<file path="src/rtl/ucw_pkg.sv">
`default_nettype none

package ucw_pkg;

	// field widths
	localparam int BYTE_W = 8;
	localparam int CP_W = 21;
	localparam int SUM_W = 20;
	localparam int COL_W = 5;

	// default tab stop width
	localparam int TAB_COLUMNS_DEF = 8;

	// event queue between decoder and accumulator
	localparam int FIFO_DEPTH = 4;
	localparam int FIFO_PTR_W = $clog2(FIFO_DEPTH);
	localparam int FIFO_CNT_W = $clog2(FIFO_DEPTH + 1);

	// byte and code point constants
	localparam logic [BYTE_W-1:0] BYTE_NUL = 8'h00;
	localparam logic [BYTE_W-1:0] BYTE_ESC = 8'h1B;
	localparam logic [BYTE_W-1:0] BYTE_LBRACKET = 8'h5B;
	localparam logic [BYTE_W-1:0] BYTE_SGR_END = 8'h6D;
	localparam logic [CP_W-1:0] CP_REPLACEMENT = 21'h00FFFD;
	localparam logic [CP_W-1:0] CP_ZWJ = 21'h00200D;
	localparam logic [CP_W-1:0] CP_VS_LO = 21'h00FE00;
	localparam logic [CP_W-1:0] CP_VS_HI = 21'h00FE0F;
	localparam logic [CP_W-1:0] CP_TAB = 21'h000009;
	localparam logic [CP_W-1:0] CP_SPACE = 21'h000020;
	localparam logic [CP_W-1:0] CP_DEL = 21'h00007F;
	localparam logic [CP_W-1:0] CP_C1_LO = 21'h000080;

	// double width ranges
	localparam int WIDE_COUNT = 23;
	localparam logic [CP_W-1:0] WIDE_LO [WIDE_COUNT] = '{
		21'h04E00, 21'h03400, 21'h20000, 21'h2A700, 21'h2B740, 21'h2B820, 21'h0F900,
		21'h2F800, 21'h0FF01, 21'h0FFE0, 21'h0AC00, 21'h03040, 21'h030A0, 21'h01100,
		21'h02E80, 21'h02F00, 21'h03000, 21'h03200, 21'h03300, 21'h1F300, 21'h1F600,
		21'h02600, 21'h1FA00
	};
	localparam logic [CP_W-1:0] WIDE_HI [WIDE_COUNT] = '{
		21'h09FFF, 21'h04DBF, 21'h2A6DF, 21'h2B73F, 21'h2B81F, 21'h2CEAF, 21'h0FAFF,
		21'h2FA1F, 21'h0FF60, 21'h0FFE6, 21'h0D7A3, 21'h0309F, 21'h030FF, 21'h0115F,
		21'h02EFF, 21'h02FDF, 21'h0303F, 21'h032FF, 21'h033FF, 21'h1F9FF, 21'h1F6FF,
		21'h027BF, 21'h1FA6F
	};

	typedef enum logic [1:0] {
		WCLS_ZERO,
		WCLS_ONE,
		WCLS_TWO,
		WCLS_TAB
	} width_class_t;

	// one decoded event from the front end
	typedef struct packed {
		logic cp_valid;
		logic [CP_W-1:0] cp;
		logic last;
		logic cut;
	} ucw_event_t;

	// column class of one code point
	function automatic width_class_t cp_class(input logic [CP_W-1:0] cp);
		logic wide;
		width_class_t cls;
		wide = 1'b0;
		for (int i = 0; i < WIDE_COUNT; i++) begin
			if (cp >= WIDE_LO[i] && cp <= WIDE_HI[i]) begin
				wide = 1'b1;
			end
		end
		if (cp == CP_ZWJ || (cp >= CP_VS_LO && cp <= CP_VS_HI)) begin
			cls = WCLS_ZERO;
		end else if (wide) begin
			cls = WCLS_TWO;
		end else if (cp >= CP_SPACE && cp < CP_DEL) begin
			cls = WCLS_ONE;
		end else if (cp == CP_TAB) begin
			cls = WCLS_TAB;
		end else if (cp >= CP_C1_LO) begin
			cls = WCLS_ONE;
		end else begin
			cls = WCLS_ZERO;
		end
		return cls;
	endfunction

endpackage

`default_nettype wire

</file>
<file path="src/rtl/ucw_if.sv">
`default_nettype none

// byte stream channel
interface ucw_byte_if;
	logic valid;
	logic ready;
	logic [ucw_pkg::BYTE_W-1:0] data_byte;
	logic last;

	modport source (output valid, output data_byte, output last, input ready);
	modport sink (input valid, input data_byte, input last, output ready);
endinterface

// width result channel
interface ucw_result_if;
	logic valid;
	logic ready;
	logic [ucw_pkg::SUM_W-1:0] display_width;
	logic cut_off;

	modport source (output valid, output display_width, output cut_off, input ready);
	modport sink (input valid, input display_width, input cut_off, output ready);
endinterface

`default_nettype wire

</file>
<file path="src/rtl/ucw_front.sv">
`default_nettype none

module ucw_front (
	input wire logic clk,
	input wire logic arst_n,
	ucw_byte_if.sink text,
	output logic push_valid,
	input wire logic push_ready,
	output ucw_pkg::ucw_event_t push_data
);

	typedef enum logic [2:0] {
		MODE_NORMAL,
		MODE_AFTER_ESC,
		MODE_IN_ESCAPE,
		MODE_IN_SEQ,
		MODE_DONE
	} mode_t;

	mode_t mode_q, mode_d;
	logic [1:0] rem_q, rem_d;
	logic [ucw_pkg::CP_W-1:0] part_q, part_d;

	logic [ucw_pkg::BYTE_W-1:0] b;
	logic accept;
	logic [ucw_pkg::CP_W-1:0] seq_cp;

	// lead byte decode
	mode_t lead_mode;
	logic [1:0] lead_rem;
	logic [ucw_pkg::CP_W-1:0] lead_part;
	logic lead_cp_valid;
	logic [ucw_pkg::CP_W-1:0] lead_cp;

	logic ev_cp_valid;
	logic [ucw_pkg::CP_W-1:0] ev_cp;

	assign b = text.data_byte;
	assign text.ready = push_ready;
	assign accept = text.valid && push_ready;
	assign seq_cp = {part_q[ucw_pkg::CP_W-7:0], b[5:0]};

	// classify a byte in lead position
	always_comb begin
		lead_mode = MODE_NORMAL;
		lead_rem = 2'd0;
		lead_part = '0;
		lead_cp_valid = 1'b0;
		lead_cp = '0;
		if (b == ucw_pkg::BYTE_NUL) begin
			lead_mode = MODE_DONE;
		end else if (b == ucw_pkg::BYTE_ESC) begin
			lead_mode = MODE_AFTER_ESC;
		end else if (!b[7]) begin
			lead_cp_valid = 1'b1;
			lead_cp = {{(ucw_pkg::CP_W-ucw_pkg::BYTE_W){1'b0}}, b};
		end else if (b[7:5] == 3'b110) begin
			lead_mode = MODE_IN_SEQ;
			lead_rem = 2'd1;
			lead_part = {{(ucw_pkg::CP_W-5){1'b0}}, b[4:0]};
		end else if (b[7:4] == 4'b1110) begin
			lead_mode = MODE_IN_SEQ;
			lead_rem = 2'd2;
			lead_part = {{(ucw_pkg::CP_W-4){1'b0}}, b[3:0]};
		end else if (b[7:3] == 5'b11110) begin
			lead_mode = MODE_IN_SEQ;
			lead_rem = 2'd3;
			lead_part = {{(ucw_pkg::CP_W-3){1'b0}}, b[2:0]};
		end else begin
			lead_cp_valid = 1'b1;
			lead_cp = ucw_pkg::CP_REPLACEMENT;
		end
	end

	// scanner next state and emitted code point
	always_comb begin
		mode_d = mode_q;
		rem_d = rem_q;
		part_d = part_q;
		ev_cp_valid = 1'b0;
		ev_cp = '0;
		unique case (mode_q)
			MODE_NORMAL: begin
				mode_d = lead_mode;
				rem_d = (lead_mode == MODE_IN_SEQ) ? lead_rem : rem_q;
				part_d = (lead_mode == MODE_IN_SEQ) ? lead_part : part_q;
				ev_cp_valid = lead_cp_valid;
				ev_cp = lead_cp;
			end
			MODE_AFTER_ESC: begin
				// a lone escape is zero columns wide, so only the new lead counts
				if (b == ucw_pkg::BYTE_LBRACKET) begin
					mode_d = MODE_IN_ESCAPE;
				end else begin
					mode_d = lead_mode;
					rem_d = (lead_mode == MODE_IN_SEQ) ? lead_rem : rem_q;
					part_d = (lead_mode == MODE_IN_SEQ) ? lead_part : part_q;
					ev_cp_valid = lead_cp_valid;
					ev_cp = lead_cp;
				end
			end
			MODE_IN_ESCAPE: begin
				if (b == ucw_pkg::BYTE_NUL) begin
					mode_d = MODE_DONE;
				end else if (b == ucw_pkg::BYTE_SGR_END) begin
					mode_d = MODE_NORMAL;
				end
			end
			MODE_IN_SEQ: begin
				rem_d = rem_q - 2'd1;
				if (rem_q == 2'd1) begin
					ev_cp_valid = 1'b1;
					ev_cp = seq_cp;
					part_d = '0;
					mode_d = MODE_NORMAL;
				end else begin
					part_d = seq_cp;
				end
			end
			MODE_DONE: begin
				mode_d = MODE_DONE;
			end
			default: begin
				mode_d = MODE_NORMAL;
			end
		endcase
	end

	// event toward the queue
	always_comb begin
		push_data.cp_valid = ev_cp_valid;
		push_data.cp = ev_cp;
		push_data.last = text.last;
		push_data.cut = (mode_d == MODE_IN_SEQ) || (mode_d == MODE_IN_ESCAPE);
		push_valid = accept && (ev_cp_valid || text.last);
	end

	// scanner state, cleared at the end of each string
	always_ff @(posedge clk or negedge arst_n) begin
		if (!arst_n) begin
			mode_q <= MODE_NORMAL;
			rem_q <= 2'd0;
			part_q <= '0;
		end else if (accept) begin
			if (text.last) begin
				mode_q <= MODE_NORMAL;
				rem_q <= 2'd0;
				part_q <= '0;
			end else begin
				mode_q <= mode_d;
				rem_q <= rem_d;
				part_q <= part_d;
			end
		end
	end

endmodule

`default_nettype wire

</file>
<file path="src/rtl/ucw_fifo.sv">
`default_nettype none

module ucw_fifo (
	input wire logic clk,
	input wire logic arst_n,
	input wire logic push_valid,
	output logic push_ready,
	input wire ucw_pkg::ucw_event_t push_data,
	output logic pop_valid,
	input wire logic pop_ready,
	output ucw_pkg::ucw_event_t pop_data
);

	ucw_pkg::ucw_event_t entry_q [ucw_pkg::FIFO_DEPTH];
	logic [ucw_pkg::FIFO_PTR_W-1:0] wr_ptr_q;
	logic [ucw_pkg::FIFO_PTR_W-1:0] rd_ptr_q;
	logic [ucw_pkg::FIFO_CNT_W-1:0] count_q;
	logic do_push;
	logic do_pop;

	assign push_ready = (count_q != ucw_pkg::FIFO_CNT_W'(ucw_pkg::FIFO_DEPTH));
	assign pop_valid = (count_q != '0);
	assign pop_data = entry_q[rd_ptr_q];
	assign do_push = push_valid && push_ready;
	assign do_pop = pop_valid && pop_ready;

	// entry storage
	always_ff @(posedge clk) begin
		if (do_push) begin
			entry_q[wr_ptr_q] <= push_data;
		end
	end

	// pointers and fill level
	always_ff @(posedge clk or negedge arst_n) begin
		if (!arst_n) begin
			wr_ptr_q <= '0;
			rd_ptr_q <= '0;
			count_q <= '0;
		end else begin
			if (do_push) begin
				wr_ptr_q <= wr_ptr_q + 1'b1;
			end
			if (do_pop) begin
				rd_ptr_q <= rd_ptr_q + 1'b1;
			end
			if (do_push && !do_pop) begin
				count_q <= count_q + 1'b1;
			end else if (do_pop && !do_push) begin
				count_q <= count_q - 1'b1;
			end
		end
	end

endmodule

`default_nettype wire

</file>
<file path="src/rtl/ucw_back.sv">
`default_nettype none

module ucw_back #(
	parameter int TAB_COLUMNS = ucw_pkg::TAB_COLUMNS_DEF
) (
	input wire logic clk,
	input wire logic arst_n,
	input wire logic pop_valid,
	output logic pop_ready,
	input wire ucw_pkg::ucw_event_t pop_data,
	ucw_result_if.source result
);

	logic valid_s1;
	logic last_s1;
	logic cut_s1;
	logic [ucw_pkg::COL_W-1:0] cols_s1;

	logic [ucw_pkg::SUM_W-1:0] sum_q;
	logic out_valid_q;
	logic [ucw_pkg::SUM_W-1:0] out_width_q;
	logic out_cut_q;

	ucw_pkg::width_class_t cls;
	logic [ucw_pkg::COL_W-1:0] cols;
	logic s1_free;
	logic s1_take;
	logic [ucw_pkg::SUM_W:0] sum_raw;
	logic [ucw_pkg::SUM_W-1:0] sum_sat;

	// width lookup of the incoming code point
	always_comb begin
		cls = ucw_pkg::cp_class(pop_data.cp);
		cols = '0;
		if (pop_data.cp_valid) begin
			unique case (cls)
				ucw_pkg::WCLS_ZERO: cols = '0;
				ucw_pkg::WCLS_ONE: cols = ucw_pkg::COL_W'(1);
				ucw_pkg::WCLS_TWO: cols = ucw_pkg::COL_W'(2);
				ucw_pkg::WCLS_TAB: cols = ucw_pkg::COL_W'(TAB_COLUMNS);
				default: cols = '0;
			endcase
		end
	end

	// stage 1 moves on unless it holds a final beat the output cannot take
	assign s1_take = valid_s1 && (!last_s1 || !out_valid_q || result.ready);
	assign s1_free = !valid_s1 || s1_take;
	assign pop_ready = s1_free;

	// saturating accumulate
	assign sum_raw = {1'b0, sum_q} + {{(ucw_pkg::SUM_W+1-ucw_pkg::COL_W){1'b0}}, cols_s1};
	assign sum_sat = sum_raw[ucw_pkg::SUM_W] ? '1 : sum_raw[ucw_pkg::SUM_W-1:0];

	// width stage
	always_ff @(posedge clk or negedge arst_n) begin
		if (!arst_n) begin
			valid_s1 <= 1'b0;
		end else if (s1_free) begin
			valid_s1 <= pop_valid;
		end
	end

	always_ff @(posedge clk) begin
		if (s1_free && pop_valid) begin
			last_s1 <= pop_data.last;
			cut_s1 <= pop_data.cut;
			cols_s1 <= cols;
		end
	end

	// running sum and result register
	always_ff @(posedge clk or negedge arst_n) begin
		if (!arst_n) begin
			sum_q <= '0;
			out_valid_q <= 1'b0;
		end else begin
			if (result.ready) begin
				out_valid_q <= 1'b0;
			end
			if (s1_take) begin
				if (last_s1) begin
					sum_q <= '0;
					out_valid_q <= 1'b1;
				end else begin
					sum_q <= sum_sat;
				end
			end
		end
	end

	always_ff @(posedge clk) begin
		if (s1_take && last_s1) begin
			out_width_q <= sum_sat;
			out_cut_q <= cut_s1;
		end
	end

	assign result.valid = out_valid_q;
	assign result.display_width = out_width_q;
	assign result.cut_off = out_cut_q;

endmodule

`default_nettype wire

</file>
<file path="src/rtl/utf8_display_width_counter_core.sv">
`default_nettype none

// channel   dir  beat fields                  handshake
// text      in   data_byte[7:0], last          valid/ready
// result    out  display_width[19:0], cut_off  valid/ready
//
// One byte is taken every cycle while the queue has room; the decoder works on each
// byte in the cycle it is accepted and pushes at most one code point event into a
// 4-entry queue. The final byte then passes through the queue, the width lookup stage
// and the result register, in that order, before its result is valid.
// Reset clears the scanner, queue, pipeline valid and running sum.
// A result held on the output stalls only a final-byte event; later events wait in the queue.

module utf8_display_width_counter_core #(
	parameter int TAB_COLUMNS = ucw_pkg::TAB_COLUMNS_DEF
) (
	input wire logic clk,
	input wire logic arst_n,
	ucw_byte_if.sink text,
	ucw_result_if.source result
);

	logic push_valid;
	logic push_ready;
	ucw_pkg::ucw_event_t push_data;
	logic pop_valid;
	logic pop_ready;
	ucw_pkg::ucw_event_t pop_data;

	// byte decoder
	ucw_front u_front (
		.clk(clk),
		.arst_n(arst_n),
		.text(text),
		.push_valid(push_valid),
		.push_ready(push_ready),
		.push_data(push_data)
	);

	// event queue
	ucw_fifo u_fifo (
		.clk(clk),
		.arst_n(arst_n),
		.push_valid(push_valid),
		.push_ready(push_ready),
		.push_data(push_data),
		.pop_valid(pop_valid),
		.pop_ready(pop_ready),
		.pop_data(pop_data)
	);

	// width lookup and accumulator
	ucw_back #(
		.TAB_COLUMNS(TAB_COLUMNS)
	) u_back (
		.clk(clk),
		.arst_n(arst_n),
		.pop_valid(pop_valid),
		.pop_ready(pop_ready),
		.pop_data(pop_data),
		.result(result)
	);

endmodule

`default_nettype wire

</file>
<file path="src/flat_wrapper.sv">
// flat-port wrapper written by rule: the top's interface ports become plain ports
module utf8_display_width_counter_core_flat 
#(
	parameter int TAB_COLUMNS = ucw_pkg::TAB_COLUMNS_DEF
)
  (clk, arst_n, text_valid, text_data_byte, text_last, text_ready, result_valid, result_display_width, result_cut_off, result_ready);
  ucw_byte_if text_i ();
  ucw_result_if result_i ();
  input wire logic clk;
  input wire logic arst_n;
  input wire logic [$bits(text_i.valid)-1:0] text_valid;
  input wire logic [$bits(text_i.data_byte)-1:0] text_data_byte;
  input wire logic [$bits(text_i.last)-1:0] text_last;
  output wire logic [$bits(text_i.ready)-1:0] text_ready;
  output wire logic [$bits(result_i.valid)-1:0] result_valid;
  output wire logic [$bits(result_i.display_width)-1:0] result_display_width;
  output wire logic [$bits(result_i.cut_off)-1:0] result_cut_off;
  input wire logic [$bits(result_i.ready)-1:0] result_ready;
  assign text_i.valid = text_valid;
  assign text_i.data_byte = text_data_byte;
  assign text_i.last = text_last;
  assign text_ready = text_i.ready;
  assign result_valid = result_i.valid;
  assign result_display_width = result_i.display_width;
  assign result_cut_off = result_i.cut_off;
  assign result_i.ready = result_ready;
  utf8_display_width_counter_core #(.TAB_COLUMNS(TAB_COLUMNS)) u_core (.clk(clk), .arst_n(arst_n), .text(text_i), .result(result_i));
endmodule
</file>
<file path="config.mk">
export PLATFORM = sky130hd
export DESIGN_NAME = utf8_display_width_counter_core_flat
export DESIGN_NICKNAME = d
export VERILOG_FILES = /design/src/rtl/ucw_pkg.sv /design/src/rtl/ucw_if.sv /design/src/rtl/ucw_front.sv /design/src/rtl/ucw_fifo.sv /design/src/rtl/ucw_back.sv /design/src/rtl/utf8_display_width_counter_core.sv /design/src/flat_wrapper.sv
export SDC_FILE = /design/constraint.sdc
export NUM_CORES = 1
export LEC_CHECK = 0
export BUFFER_PORTS_ARGS = -buffer_cell sky130_fd_sc_hd__clkbuf_2
export CORE_ASPECT_RATIO = 0.9
export CORE_MARGIN = 2
export CORE_UTILIZATION = 35
export DETAILED_ROUTE_END_ITERATION = 8
export GPL_ROUTABILITY_DRIVEN = 0
export PLACE_DENSITY = 0.51
export SLEW_MARGIN = 20
export SYNTH_ARGS = -nofsm -noshare
export SYNTH_HDL_FRONTEND = slang
export SYNTH_SLANG_ARGS = --single-unit
</file>
<file path="constraint.sdc">
create_clock -name clk -period 2.9 [get_ports clk]
set_input_delay 0.145 -clock clk [delete_from_list [all_inputs] [get_ports clk]]
set_output_delay 0.145 -clock clk [all_outputs]
set_load 0.01 [all_outputs]
</file>
==> out/metrics.cfg, run 1 <==
[worst_setup_path]
crit_type = reg2reg
worstPathCellList = buf_12 > mux4_2 > or3_4 > o21a_1 > a311oi_2 > o32ai_1 > nor4_1 > nand4_1 > o21a_1
cp.arrival_ns = 3.12
cp-start-kind = register
cp_max_fo = 6
cp-end-kind = register
critPathRequiredTime_ns = 3.09
cpLargestDelayFamily = compound AO/OA/AOI/OAI gates
cpMostUsedCell = o21a_1
cp.buffers_inverters = 1
crit_start = u_core.u_fifo.rd_ptr_q[0]
reg2reg_from = u_core.u_fifo.rd_ptr_q[0]
slowest_stage = mux4_2
cpPeakStageDelay_ns = 0.53

[logic_synthesis]
synth_area_per_cell_sq_um = 11.9
synth_top_area_share = 0.432
syn_nets = 735
ys_seq_elements = 171
synth.most_common_cell = edfxtp_1
synth_commonest_cells = edfxtp_1 (122), nand2_1 (84), dfrtp_1 (49)
synth_area_leaders = edfxtp_1 (43%), dfrtp_1 (14%), mux4_2 (5.6%), nand2_1 (3.7%), nor2_1 (2.1%)
synth-main-ff-cell = edfxtp_1
syn_area_sq_um = 8480
synth_edf_count = 122
synth_mux_area_frac = 0.0596
synth_cell_types = 67
async_flop_share = 0.287
yosys.area.top_type = edfxtp_1
synth-compound-area-share = 0.130
yosys_warnings = 0
yosys.area_share.simple = 0.164
synth_top_family_by_area = simple AND/OR/NAND/NOR gates
syn-instance-count = 711
synth_fa_ha_area_frac = 0.0180
yosysSeqAreaShare = 0.577
yosys.area_share.xor_xnor = 0.0186

[run_status]
outcome = finished, violations left
violations = setup timing

[global_route]
grt_max_degree = 37
top_usage_layer = met2
grtUsageMet1 = 0.234
antenna_found_initial = 0
grt_pass1_vias = 6502
overflow = 0
globalRouteMet2Util = 0.286
grt_pass1_wl_microns = 34800
met3_usage = 0.0374
track_usage = 0.176

[routing]
drt_iter0_drc = 665
drc = 0
wl_per_cell_microns = 18.4
vias = 6459
drt_wl_total_microns = 21500
drt-pass1-iter-count = 5
ant_nets = 0
viasPerCell = 5.53

[timing]
finalHoldViolCount = 0
rsz0062_at_grt = yes
setup_ws_ns = -0.0295
tightestPinTransition_ns = 0.895
clock.fmax_ghz = 0.341
finalCritPeriodShare = 1.01
finClkSkew_ns = 0.0144
slew_violations = 0
holdWs_ns = 0.0256
fin_crit_ns = 2.93
setup_viol_count_final = 2
slew_headroom = 0.403

[cts]
cts_tree = yes
htreeDepth = 4
clkLatencyLatePin_ns = 0.44
root_buffer = clkbuf_16
cts_buffer_depth = 2
cts.sinks = 171
numCtsBuffers = 17
clkTransAtPathRegs_ns = 0.07

[place]
pre_cts_ws_ns = -0.164
dpl.hpwl_microns = 14400
port_buffers = 35

[die]
die-area_sq_um = 25500
start_util = 0.353
core_sq_um = 24000
row_count = 54
fp.dieH_microns = 152
fp.dieW_microns = 168
num_io_pins = 36

[final_layout]
antenna_cells = 0
final_layout_size_suffix_gt1_frac = 0.301
final_nets = 872
area_delta_synth_final_pct = 25.5

[power]
vdd_drop_max_v = 0.000483
p_leak_nw = 4.16
powerDensity_nw_per_um2 = 1030

[worst_hold_path]
hp-class = in2reg
min_from = result_ready

[flow_run]
cap_viol_max_count = 0

==> where the power goes <==
group | leakage [nW] | switching [W] | internal (W) | total [W]
Sequential | 1.80 | 0.000205 | 0.00332 | 0.00352
Combinational | 2.06 | 0.00287 | 0.00231 | 0.00517
Clock | 0.290 | 0.00101 | 0.00129 | 0.00230
Total | 4.16 | 0.00408 | 0.00692 | 0.0110
==> area by class of cell <==
type,count,area [sq um]
tap,308,385
clock inverter,14,164
multi-input combinational,478,3490
inverter,20,75.1
clock buffer,18,429
timing repair buffer,160,1200
fill,2170,13300
sequential,171,4890
==> path summary, 6_finish.rpt <==
kind / endpoint / slack (ns) / cells past startpoint
worst max-delay path: u_core.u_back.cols_s1[1] / -0.03 / 9
worst min-delay path: u_core.u_back.valid_s1 / 0.03 / 4
worst max register to register: u_core.u_back.cols_s1[1] / -0.03 / 9
worst min register to register: u_core.u_back.result.cut_off / 0.45 / 0
max in group asynchronous: u_core.u_front.part_q[8] / 1.78 / 3
min in group asynchronous: u_core.u_back.sum_q[14] / 0.38 / 2
==> routing by layer <==
| metal | wire length [microns] | share of wire |
|---|---|---|
| met4 | 495 | 0.023 |
| met5 | 0 | 0 |
| met1 | 9900 | 0.46 |
| met2 | 9870 | 0.46 |
| met3 | 1210 | 0.057 |
==> metrics by stage <==
step | instance area, sq um | power [W] | util | TNS (ns) | cells
global route | 10600 | 0.0116 | 0.443 | -0.304 | 1169
finish | 10600 | 0.0110 | 0.443 | -0.0536 | 1169
detailed placement | 9630 | 0.00809 | 0.401 | -0.236 | 1110
floorplan | 8490 | 0.00617 | - | -0.0632 | 711
global placement | 9630 | 0.00804 | 0.401 | -0.276 | 1110
CTS | 10500 | 0.0109 | 0.440 | -0.0134 | 1166
==> worst reg2reg max path: cells and delay by family (launching register included) <==
kind                   cells  cell delay, ns
multiplexers               1            0.54
AO/OA/AOI/OAI              4            0.81
flip-flops                 1            0.46
AND/OR/NAND/NOR            3            0.74
buffers and inverters      1            0.16
==> placed cells by master (no fill, tap or decap), types with 5 or more instances in the layout <==
| cell type | count |
|---|---|
| a22o_1 | 18 |
| mux4_2 | 21 |
| o22ai_1 | 5 |
| nand2_1 | 83 |
| ha_1 | 9 |
| xor2_1 | 8 |
| inv_1 | 20 |
| nor3_1 | 9 |
| nor2_1 | 44 |
| a21o_1 | 5 |
| dfrtp_1 | 48 |
| a31o_2 | 5 |
| buf_4 | 113 |
| nand4b_1 | 5 |
| nor2b_1 | 7 |
| and3_1 | 7 |
| o22a_1 | 8 |
| and2_1 | 15 |
| nand3b_1 | 5 |
| clkbuf_16 | 17 |
| a21oi_1 | 33 |
| buf_6 | 5 |
| nand4_1 | 18 |
| a211oi_1 | 5 |
| nor3_2 | 6 |
| nand3_1 | 21 |
| o21ai_0 | 18 |
| nor4_1 | 7 |
| clkbuf_2 | 34 |
| edfxtp_1 | 122 |
| nor4b_1 | 5 |
| xnor2_1 | 10 |
| o21a_1 | 8 |
| a31oi_1 | 10 |
==> flip-flops by register name, summed over array words and instances, names as in the netlist <==
register and cells:
u_core.u_fifo.entry_q 96, u_core.u_back.result.display_width 20, u_core.u_back.sum_q 20, u_core.u_front.part_q 15
u_core.u_back.cols_s1 3, u_core.u_fifo.count_q 3, u_core.u_front.mode_q 3, u_core.u_fifo.rd_ptr_q 2
u_core.u_fifo.wr_ptr_q 2, u_core.u_front.rem_q 2, u_core.u_back.cut_s1 1, u_core.u_back.last_s1 1
u_core.u_back.result.cut_off 1, u_core.u_back.result.valid 1, u_core.u_back.valid_s1 1
==> cells by family (layout without fill, tap and decap cells) <==
family	count (synthesis)	after routing
AOI/OAI and AO/OA	156	156
xor gates and xnor gates	18	18
adders and majority gates	11	11
buffers and inverters	63	212
DFF	171	171
muxes	24	25
and+or+nand+nor	268	268
==> timing repair <==
item                       in CTS  in global routing
buffers inserted               22                  3
hold buffers                    1                  0
gates resized for setup        28                 15
hold endpoints to repair       35                  0
gates cloned                    2                  0
setup endpoints to repair       2                 15
pin swaps                      12                  6
Note: power is estimated with default switching activity, not from simulation.
==> inputs of run 2 (changes only) <==
--- a/config.mk
+++ b/config.mk
@@ -9,8 +9,9 @@
 export CORE_ASPECT_RATIO = 0.9
 export CORE_MARGIN = 2
-export CORE_UTILIZATION = 35
+export CORE_UTILIZATION = 56
 export DETAILED_ROUTE_END_ITERATION = 8
 export GPL_ROUTABILITY_DRIVEN = 0
-export PLACE_DENSITY = 0.51
+export GPL_TIMING_DRIVEN = 0
+export PLACE_DENSITY = 0.75
 export SLEW_MARGIN = 20
 export SYNTH_ARGS = -nofsm -noshare
==> constraint.sdc (replaced) <==
create_clock -name clk -period 2.9 [get_ports clk]
set_input_delay 0.29 -clock clk [delete_from_list [all_inputs] [get_ports clk]]
set_output_delay 0.29 -clock clk [all_outputs]
set_load 0.01 [all_outputs]
==> out/metrics.cfg, run 2 (synthesized netlist as in run 1, its figures left out) <==
[final_layout]
design_area_sq_um = 10000  ; was 10600 sq um
multi_input_area_sq_um = 3500  ; was 3490 sq um
mostFrequentLayoutCells = edfxtp_1 (122), nand2_1 (84), dfrtp_1 (48)  ; was edfxtp_1 (122), buf_4 (113), nand2_1 (83)
final_nets = 815  ; was 872
area_delta_synth_final_pct = 18.1  ; was 25.5%
antenna_cells = 0  ; unchanged
final_layout_size_suffix_gt1_frac = 0.236  ; was 0.301
final_util = 0.678  ; was 0.443
regMostFlops = u_core.u_fifo.entry_q  ; unchanged
largest_reg_flops = 96  ; unchanged
nFillCells = 1045  ; was 2170
layout_commonest_cell = edfxtp_1  ; unchanged
seqCellArea_sq_um = 4890  ; unchanged

[routing]
dr_wl_met3_microns = 1630  ; was 1210 microns
dr_wl_met2_microns = 9140  ; was 9870 microns
drt_iter0_drc = 972  ; was 665
top_layer_used = met4  ; unchanged
drc = 0  ; unchanged
ant_nets = 0  ; unchanged
drt_wl_total_microns = 19800  ; was 21500 microns
viasPerCell = 6.43  ; was 5.53
drt-pass1-iter-count = 7  ; was 5
wl_per_cell_microns = 19.7  ; was 18.4 microns
vias = 6443  ; was 6459
met1_length_microns = 8400  ; was 9900 microns

[cts]
cts.sinks = 171  ; unchanged
cts_buffer_depth = 2  ; unchanged
root_buffer = clkbuf_16  ; unchanged
cts_tree = yes  ; unchanged
clkTransAtPathRegs_ns = 0.07  ; about the same
clkLatencyLatePin_ns = 0.44  ; about the same
htreeDepth = 4  ; unchanged
numCtsBuffers = 17  ; unchanged

[worst_setup_path]
cp_max_fo = 7  ; was 6
cp-start-kind = register  ; unchanged
critPathRequiredTime_ns = 3.08  ; was 3.09 ns
reg2reg_to = u_core.u_back.cols_s1[1]  ; unchanged
r2r_cells = 13  ; was 9
r2r_slack_ns = -0.25  ; was -0.03 ns
crit_type = reg2reg  ; unchanged
reg2reg_from = u_core.u_fifo.rd_ptr_q[0]  ; unchanged
cp-end-kind = register  ; unchanged
cp.arrival_ns = 3.34  ; was 3.12 ns

[timing]
tightestPinTransition_ns = 1.07  ; was 0.895 ns
slew_violations = 0  ; unchanged
finalCritPeriodShare = 1.09  ; was 1.01
rsz0062_at_grt = yes  ; unchanged
slew_headroom = 0.282  ; was 0.403
finalHoldViolCount = 0  ; unchanged
fin_setup_tns_ns = -0.475  ; was -0.0536 ns
clock.fmax_ghz = 0.317  ; was 0.341 GHz
holdWs_ns = 0.108  ; was 0.0256 ns
setup_ws_ns = -0.250  ; was -0.0295 ns
finClkSkew_ns = 0.0174  ; was 0.0144 ns
setup_viol_count_final = 2  ; unchanged
fin_crit_ns = 3.15  ; was 2.93 ns

[place]
placed_area_sq_um = 8940  ; was 9630 sq um
port_buffers = 32  ; was 35
dpl.hpwl_microns = 12700  ; was 14400 microns

[run_status]
violations = setup timing  ; unchanged
outcome = finished, violations left  ; unchanged

[worst_hold_path]
holdPathEnd = u_core.u_fifo.entry_q[1][1]  ; was u_core.u_back.valid_s1
min_from = text_last  ; was result_ready
hp-class = in2reg  ; unchanged
hold_depth = 1  ; was 4

[die]
die-area_sq_um = 16100  ; was 25500 sq um
num_io_pins = 36  ; unchanged
start_util = 0.574  ; was 0.353
fp.dieH_microns = 121  ; was 152 microns
row_count = 42  ; was 54
fp.dieW_microns = 134  ; was 168 microns
core_sq_um = 14800  ; was 24000 sq um

[power]
p_seq_frac = 0.340  ; was 0.320
combPwrFrac = 0.437  ; was 0.471
vdd_drop_max_v = 0.000696  ; was 0.000483 V
swShare = 0.386  ; was 0.371
clockPowerShare = 0.223  ; was 0.209
power.switching_w = 0.00399  ; was 0.00408 W
powerDensity_nw_per_um2 = 1030  ; about the same
p_int_w = 0.00635  ; was 0.00692 W
p_leak_nw = 3.82  ; was 4.16 nW

[global_route]
overflow = 0  ; unchanged
antenna_found_initial = 0  ; unchanged
grt_pass1_wl_microns = 31300  ; was 34800 microns
track_usage = 0.254  ; was 0.176
grt_max_degree = 50  ; was 37
grt_pass1_vias = 6019  ; was 6502

[flow_run]
cap_viol_max_count = 0  ; unchanged

[run 2: cell count changes in the layout (fill, tap and decap cells not counted), sizes merged]
| cell | delta |
|---|---|
| inv | +3 |
| mux4 | -1 |
| buf | -83 |
| clkinv | -2 |
| clkbuf | +27 |
| clkdlybuf4s18 | -1 |
[run 2: per-layer routing]
layer,GRT usage,vias to the layer above
met2,0.382,384
met1,0.353,3074
met5,0,-
met4,0.112,0
li1,-,2901
met3,0.0633,84
[run 2: what timing repair did]
action,in CTS,in global routing
endpoints found under the setup margin,37,41
cloned,1,0
pin swaps,17,11
resized for setup,45,26
buffers inserted,23,5
hold buffers,1,0
endpoints found under the hold margin,49,0
[run 2: final cells by class]
class                           instances  share of cell area
Clock buffer                           17              0.0425
Buffer                                 42              0.0261
Inverter                               20             0.00750
Tap cell                              198              0.0248
Multi-Input combinational cell        477               0.349
Clock inverter                         15              0.0177
Sequential cell                       171               0.489
Timing Repair Buffer                   62              0.0434
[run 2: metrics by stage]
step | setup slack (ns) | total power [W] | cells
3_5_place_dp | -0.545 | 0.00729 | 941
3_3_place_gp | -0.603 | 0.00716 | 941
5_1_grt | -0.374 | 0.0108 | 1002
2_1_floorplan | -0.0683 | 0.00618 | 711
4_1_cts | -0.193 | 0.0101 | 998
6_report | -0.250 | 0.0103 | 1002
[run 2: worst max path at each step]
| stage | startpoint | endpoint | slack [ns] | cells after the start |
|---|---|---|---|---|
| 2_1_floorplan | text_data_byte[4] | u_core.u_fifo.count_q[1] | -0.07 | 12 |
| 3_3_place_gp | u_core.u_fifo.rd_ptr_q[0] | u_core.u_back.cols_s1[1] | -0.60 | 10 |
| 3_5_place_dp | u_core.u_fifo.rd_ptr_q[0] | u_core.u_back.cols_s1[1] | -0.55 | 10 |
| 4_1_cts | u_core.u_fifo.rd_ptr_q[0] | u_core.u_back.cols_s1[1] | -0.19 | 10 |
| 5_1_grt | u_core.u_fifo.rd_ptr_q[0] | u_core.u_back.cols_s1[1] | -0.37 | 10 |
| 6_report | u_core.u_fifo.rd_ptr_q[0] | u_core.u_back.cols_s1[1] | -0.25 | 13 |
[run 2: worst max-delay path, stage by stage, from the launching register on]
cell	delay (ns)
dfrtp_1	0.40
buf_8	0.16
buf_12	0.13
buf_12	0.12
buf_6	0.09
mux4_2	0.60
buf_6	0.18
nand2_1	0.13
nor2_2	0.09
nand4_1	0.09
a21boi_0	0.13
nor4_1	0.36
nand4_1	0.21
o21a_1	0.22
[run 2: power by group through the flow]
stage / logic [W] / registers [W] / clock network, W
finish: 0.00452 / 0.00352 / 0.00231
global route: 0.00482 / 0.00357 / 0.00244
CTS: 0.00426 / 0.00352 / 0.00233
detailed placement: 0.00373 / 0.00356 / 0
global placement: 0.00363 / 0.00353 / 0
floorplan: 0.00259 / 0.00359 / 0
==> inputs of run 3 (changes only) <==
--- a/config.mk
+++ b/config.mk
@@ -8,10 +8,9 @@
 export BUFFER_PORTS_ARGS = -buffer_cell sky130_fd_sc_hd__clkbuf_2
 export CORE_ASPECT_RATIO = 0.9
-export CORE_MARGIN = 2
-export CORE_UTILIZATION = 56
+export CORE_UTILIZATION = 59
 export DETAILED_ROUTE_END_ITERATION = 8
 export GPL_ROUTABILITY_DRIVEN = 0
 export GPL_TIMING_DRIVEN = 0
-export PLACE_DENSITY = 0.75
+export PLACE_DENSITY = 0.76
 export SLEW_MARGIN = 20
 export SYNTH_ARGS = -nofsm -noshare
==> constraint.sdc (replaced) <==
create_clock -name clk -period 4 [get_ports clk]
set_input_delay 0.8 -clock clk [delete_from_list [all_inputs] [get_ports clk]]
set_output_delay 0.8 -clock clk [all_outputs]
set_load 0.01 [all_outputs]
==> out/metrics.cfg, run 3 (synthesized netlist as in run 1, its figures left out) <==
[place]
dpl.hpwl_microns = 12700  ; about the same
dp_cells = 936  ; was 941
port_buffers = 32  ; unchanged

[cts]
root_buffer = clkbuf_16  ; unchanged
post-cts-setup-buffers = 0  ; was 23
htreeDepth = 4  ; unchanged
cts_tree = yes  ; unchanged
clkLatencyLatePin_ns = 0.43  ; was 0.44 ns
cts_buffer_depth = 2  ; unchanged
clkTransAtPathRegs_ns = 0.07  ; about the same
cts.sinks = 171  ; unchanged
numCtsBuffers = 17  ; unchanged

[timing]
tightestPinTransition_ns = 0.998  ; was 1.07 ns
slew_violations = 0  ; unchanged
slew_headroom = 0.329  ; was 0.282
fin_setup_tns_ns = 0  ; was -0.475 ns
clock.fmax_ghz = 0.264
setup_viol_count_final = 0  ; was 2
finalHoldViolCount = 0  ; unchanged
rsz0062_at_grt = no  ; was yes
fin_crit_ns = 3.78
finClkSkew_ns = 0.00875  ; was 0.0174 ns
finalCritPeriodShare = 0.946

[routing]
drt_iter0_drc = 949  ; was 972
drc = 1  ; was 0
drt-pass1-iter-count = 9  ; was 7
wl_per_cell_microns = 19.2  ; was 19.7 microns
dr_wl_met3_microns = 1460  ; was 1630 microns
met1_length_microns = 8040  ; was 8400 microns
dr_wl_met2_microns = 8580  ; was 9140 microns
top_layer_used = met4  ; unchanged
ant_nets = 0  ; unchanged
viasPerCell = 6.42  ; was 6.43
drt_wl_total_microns = 18600  ; was 19800 microns
vias = 6207  ; was 6443

[power]
vdd_drop_max_v = 0.000527  ; was 0.000696 V
p_int_w = 0.00421  ; was 0.00635 W
swShare = 0.387  ; was 0.386
power_w = 0.00687  ; was 0.0103 W
p_leak_nw = 3.55  ; was 3.82 nW
combPwrFrac = 0.400  ; was 0.437
p_seq_frac = 0.370  ; was 0.340
clockPowerShare = 0.229  ; was 0.223
power.switching_w = 0.00266  ; was 0.00399 W
powerDensity_nw_per_um2 = 726  ; was 1030 nW/um^2

[global_route]
grt_pass1_wl_microns = 29800  ; was 31300 microns
track_usage = 0.268  ; was 0.254
overflow = 0  ; unchanged
antenna_found_initial = 0  ; unchanged
grt_max_degree = 50  ; unchanged
grt_pass1_vias = 5864  ; was 6019

[final_layout]
nFillCells = 1010  ; was 1045
regMostFlops = u_core.u_fifo.entry_q  ; unchanged
layout_commonest_cell = edfxtp_1  ; unchanged
antenna_cells = 0  ; unchanged
final_layout_size_suffix_gt1_frac = 0.154  ; was 0.236
area_delta_synth_final_pct = 11.7  ; was 18.1%
final_nets = 786  ; was 815
mostFrequentLayoutCells = edfxtp_1 (122), nand2_1 (84), dfrtp_1 (49)  ; was edfxtp_1 (122), nand2_1 (84), dfrtp_1 (48)
instances_no_fill = 967  ; was 1002
largest_reg_flops = 96  ; unchanged

[worst_setup_path]
crit_start = text_data_byte[3]  ; was u_core.u_fifo.rd_ptr_q[0]
cp.arrival_ns = 4.10  ; was 3.34 ns
cp-end-kind = register  ; unchanged
r2r_slack_ns = 0.46  ; was -0.25 ns
crit_type = in2reg  ; was reg2reg
cp_max_fo = 10  ; was 7
cp-start-kind = input port  ; was register
reg2reg_from = u_core.u_fifo.rd_ptr_q[0]  ; unchanged
critPathRequiredTime_ns = 4.32  ; was 3.08 ns

[worst_hold_path]
hp-class = reg2reg  ; was in2reg
min_from = u_core.u_back.cut_s1  ; was text_last

[die]
die-area_sq_um = 14900  ; was 16100 sq um
fp.dieH_microns = 116  ; was 121 microns
start_util = 0.605  ; was 0.574
fp.dieW_microns = 128  ; was 134 microns
row_count = 41  ; was 42
core_sq_um = 14000  ; was 14800 sq um
num_io_pins = 36  ; unchanged

[run_status]
violations = DRC  ; was setup timing
outcome = finished, violations left  ; unchanged

[flow_run]
cap_viol_max_count = 0  ; unchanged

run 3: area by class of cell:
cell class | instances | area (sq um) | area share
multi-input cells | 477 | 3340 | 0.353
inverters | 20 | 75.1 | 0.00793
plain buffers | 43 | 198 | 0.0209
well taps | 193 | 241 | 0.0255
clock inverters | 14 | 134 | 0.0141
flip-flops and latches | 171 | 4890 | 0.516
clock buffers | 17 | 425 | 0.0449
repair buffers | 32 | 163 | 0.0172
run 3: what timing repair did:
action,4_1_cts,5_1_grt
hold buffers,0,0
hold endpoints to repair,0,0
endpoints found under the setup margin,0,10
gates resized for setup,0,1
run 3: path summary, 6_finish.rpt:
| check | endpoint | cells past startpoint |
|---|---|---|
| min | u_core.u_back.result.cut_off | 0 |
| min reg2reg | u_core.u_back.result.cut_off | 0 |
| max reg2reg | u_core.u_back.cols_s1[1] | 10 |
| max | u_core.u_fifo.count_q[1] | 12 |
| max in group asynchronous | u_core.u_front.part_q[5] | 1 |
| min in group asynchronous | u_core.u_back.sum_q[14] | 1 |
run 3: through the flow:
stage	utilization	hold WS (ns)	area, sq um	worst slack (ns)
2_1_floorplan	-	0.400	8480	0.292
3_3_place_gp	0.634	0.401	8880	-0.257
3_5_place_dp	0.635	0.413	8890	-0.179
4_1_cts	0.675	0.423	9450	0.253
5_1_grt	0.676	0.437	9470	0.0254
6_report	0.676	0.421	9470	0.216
run 3: routing by layer:
layer,track usage,vias up
met5,0,-
met4,0.112,0
met3,0.0716,53
met2,0.410,315
met1,0.366,3017
li1,-,2822
run 3: power groups by stage:
stage	clock (W)	combinational (W)	sequential, W
2_1_floorplan	0	0.00187	0.00260
3_3_place_gp	0	0.00261	0.00256
3_5_place_dp	0	0.00268	0.00258
4_1_cts	0.00159	0.00269	0.00255
5_1_grt	0.00167	0.00296	0.00258
6_report	0.00158	0.00275	0.00254
run 3: worst max-delay path: stages:
cell and delay [ns]:
clkbuf_1 0.29, nand4_1 0.13, or3_1 0.38, or4b_2 0.65, nand3_1 0.16, o22ai_1 0.30
nor2_1 0.22, nor2_1 0.14, ha_1 0.26, inv_1 0.08, fa_1 0.41, mux2_2 0.27
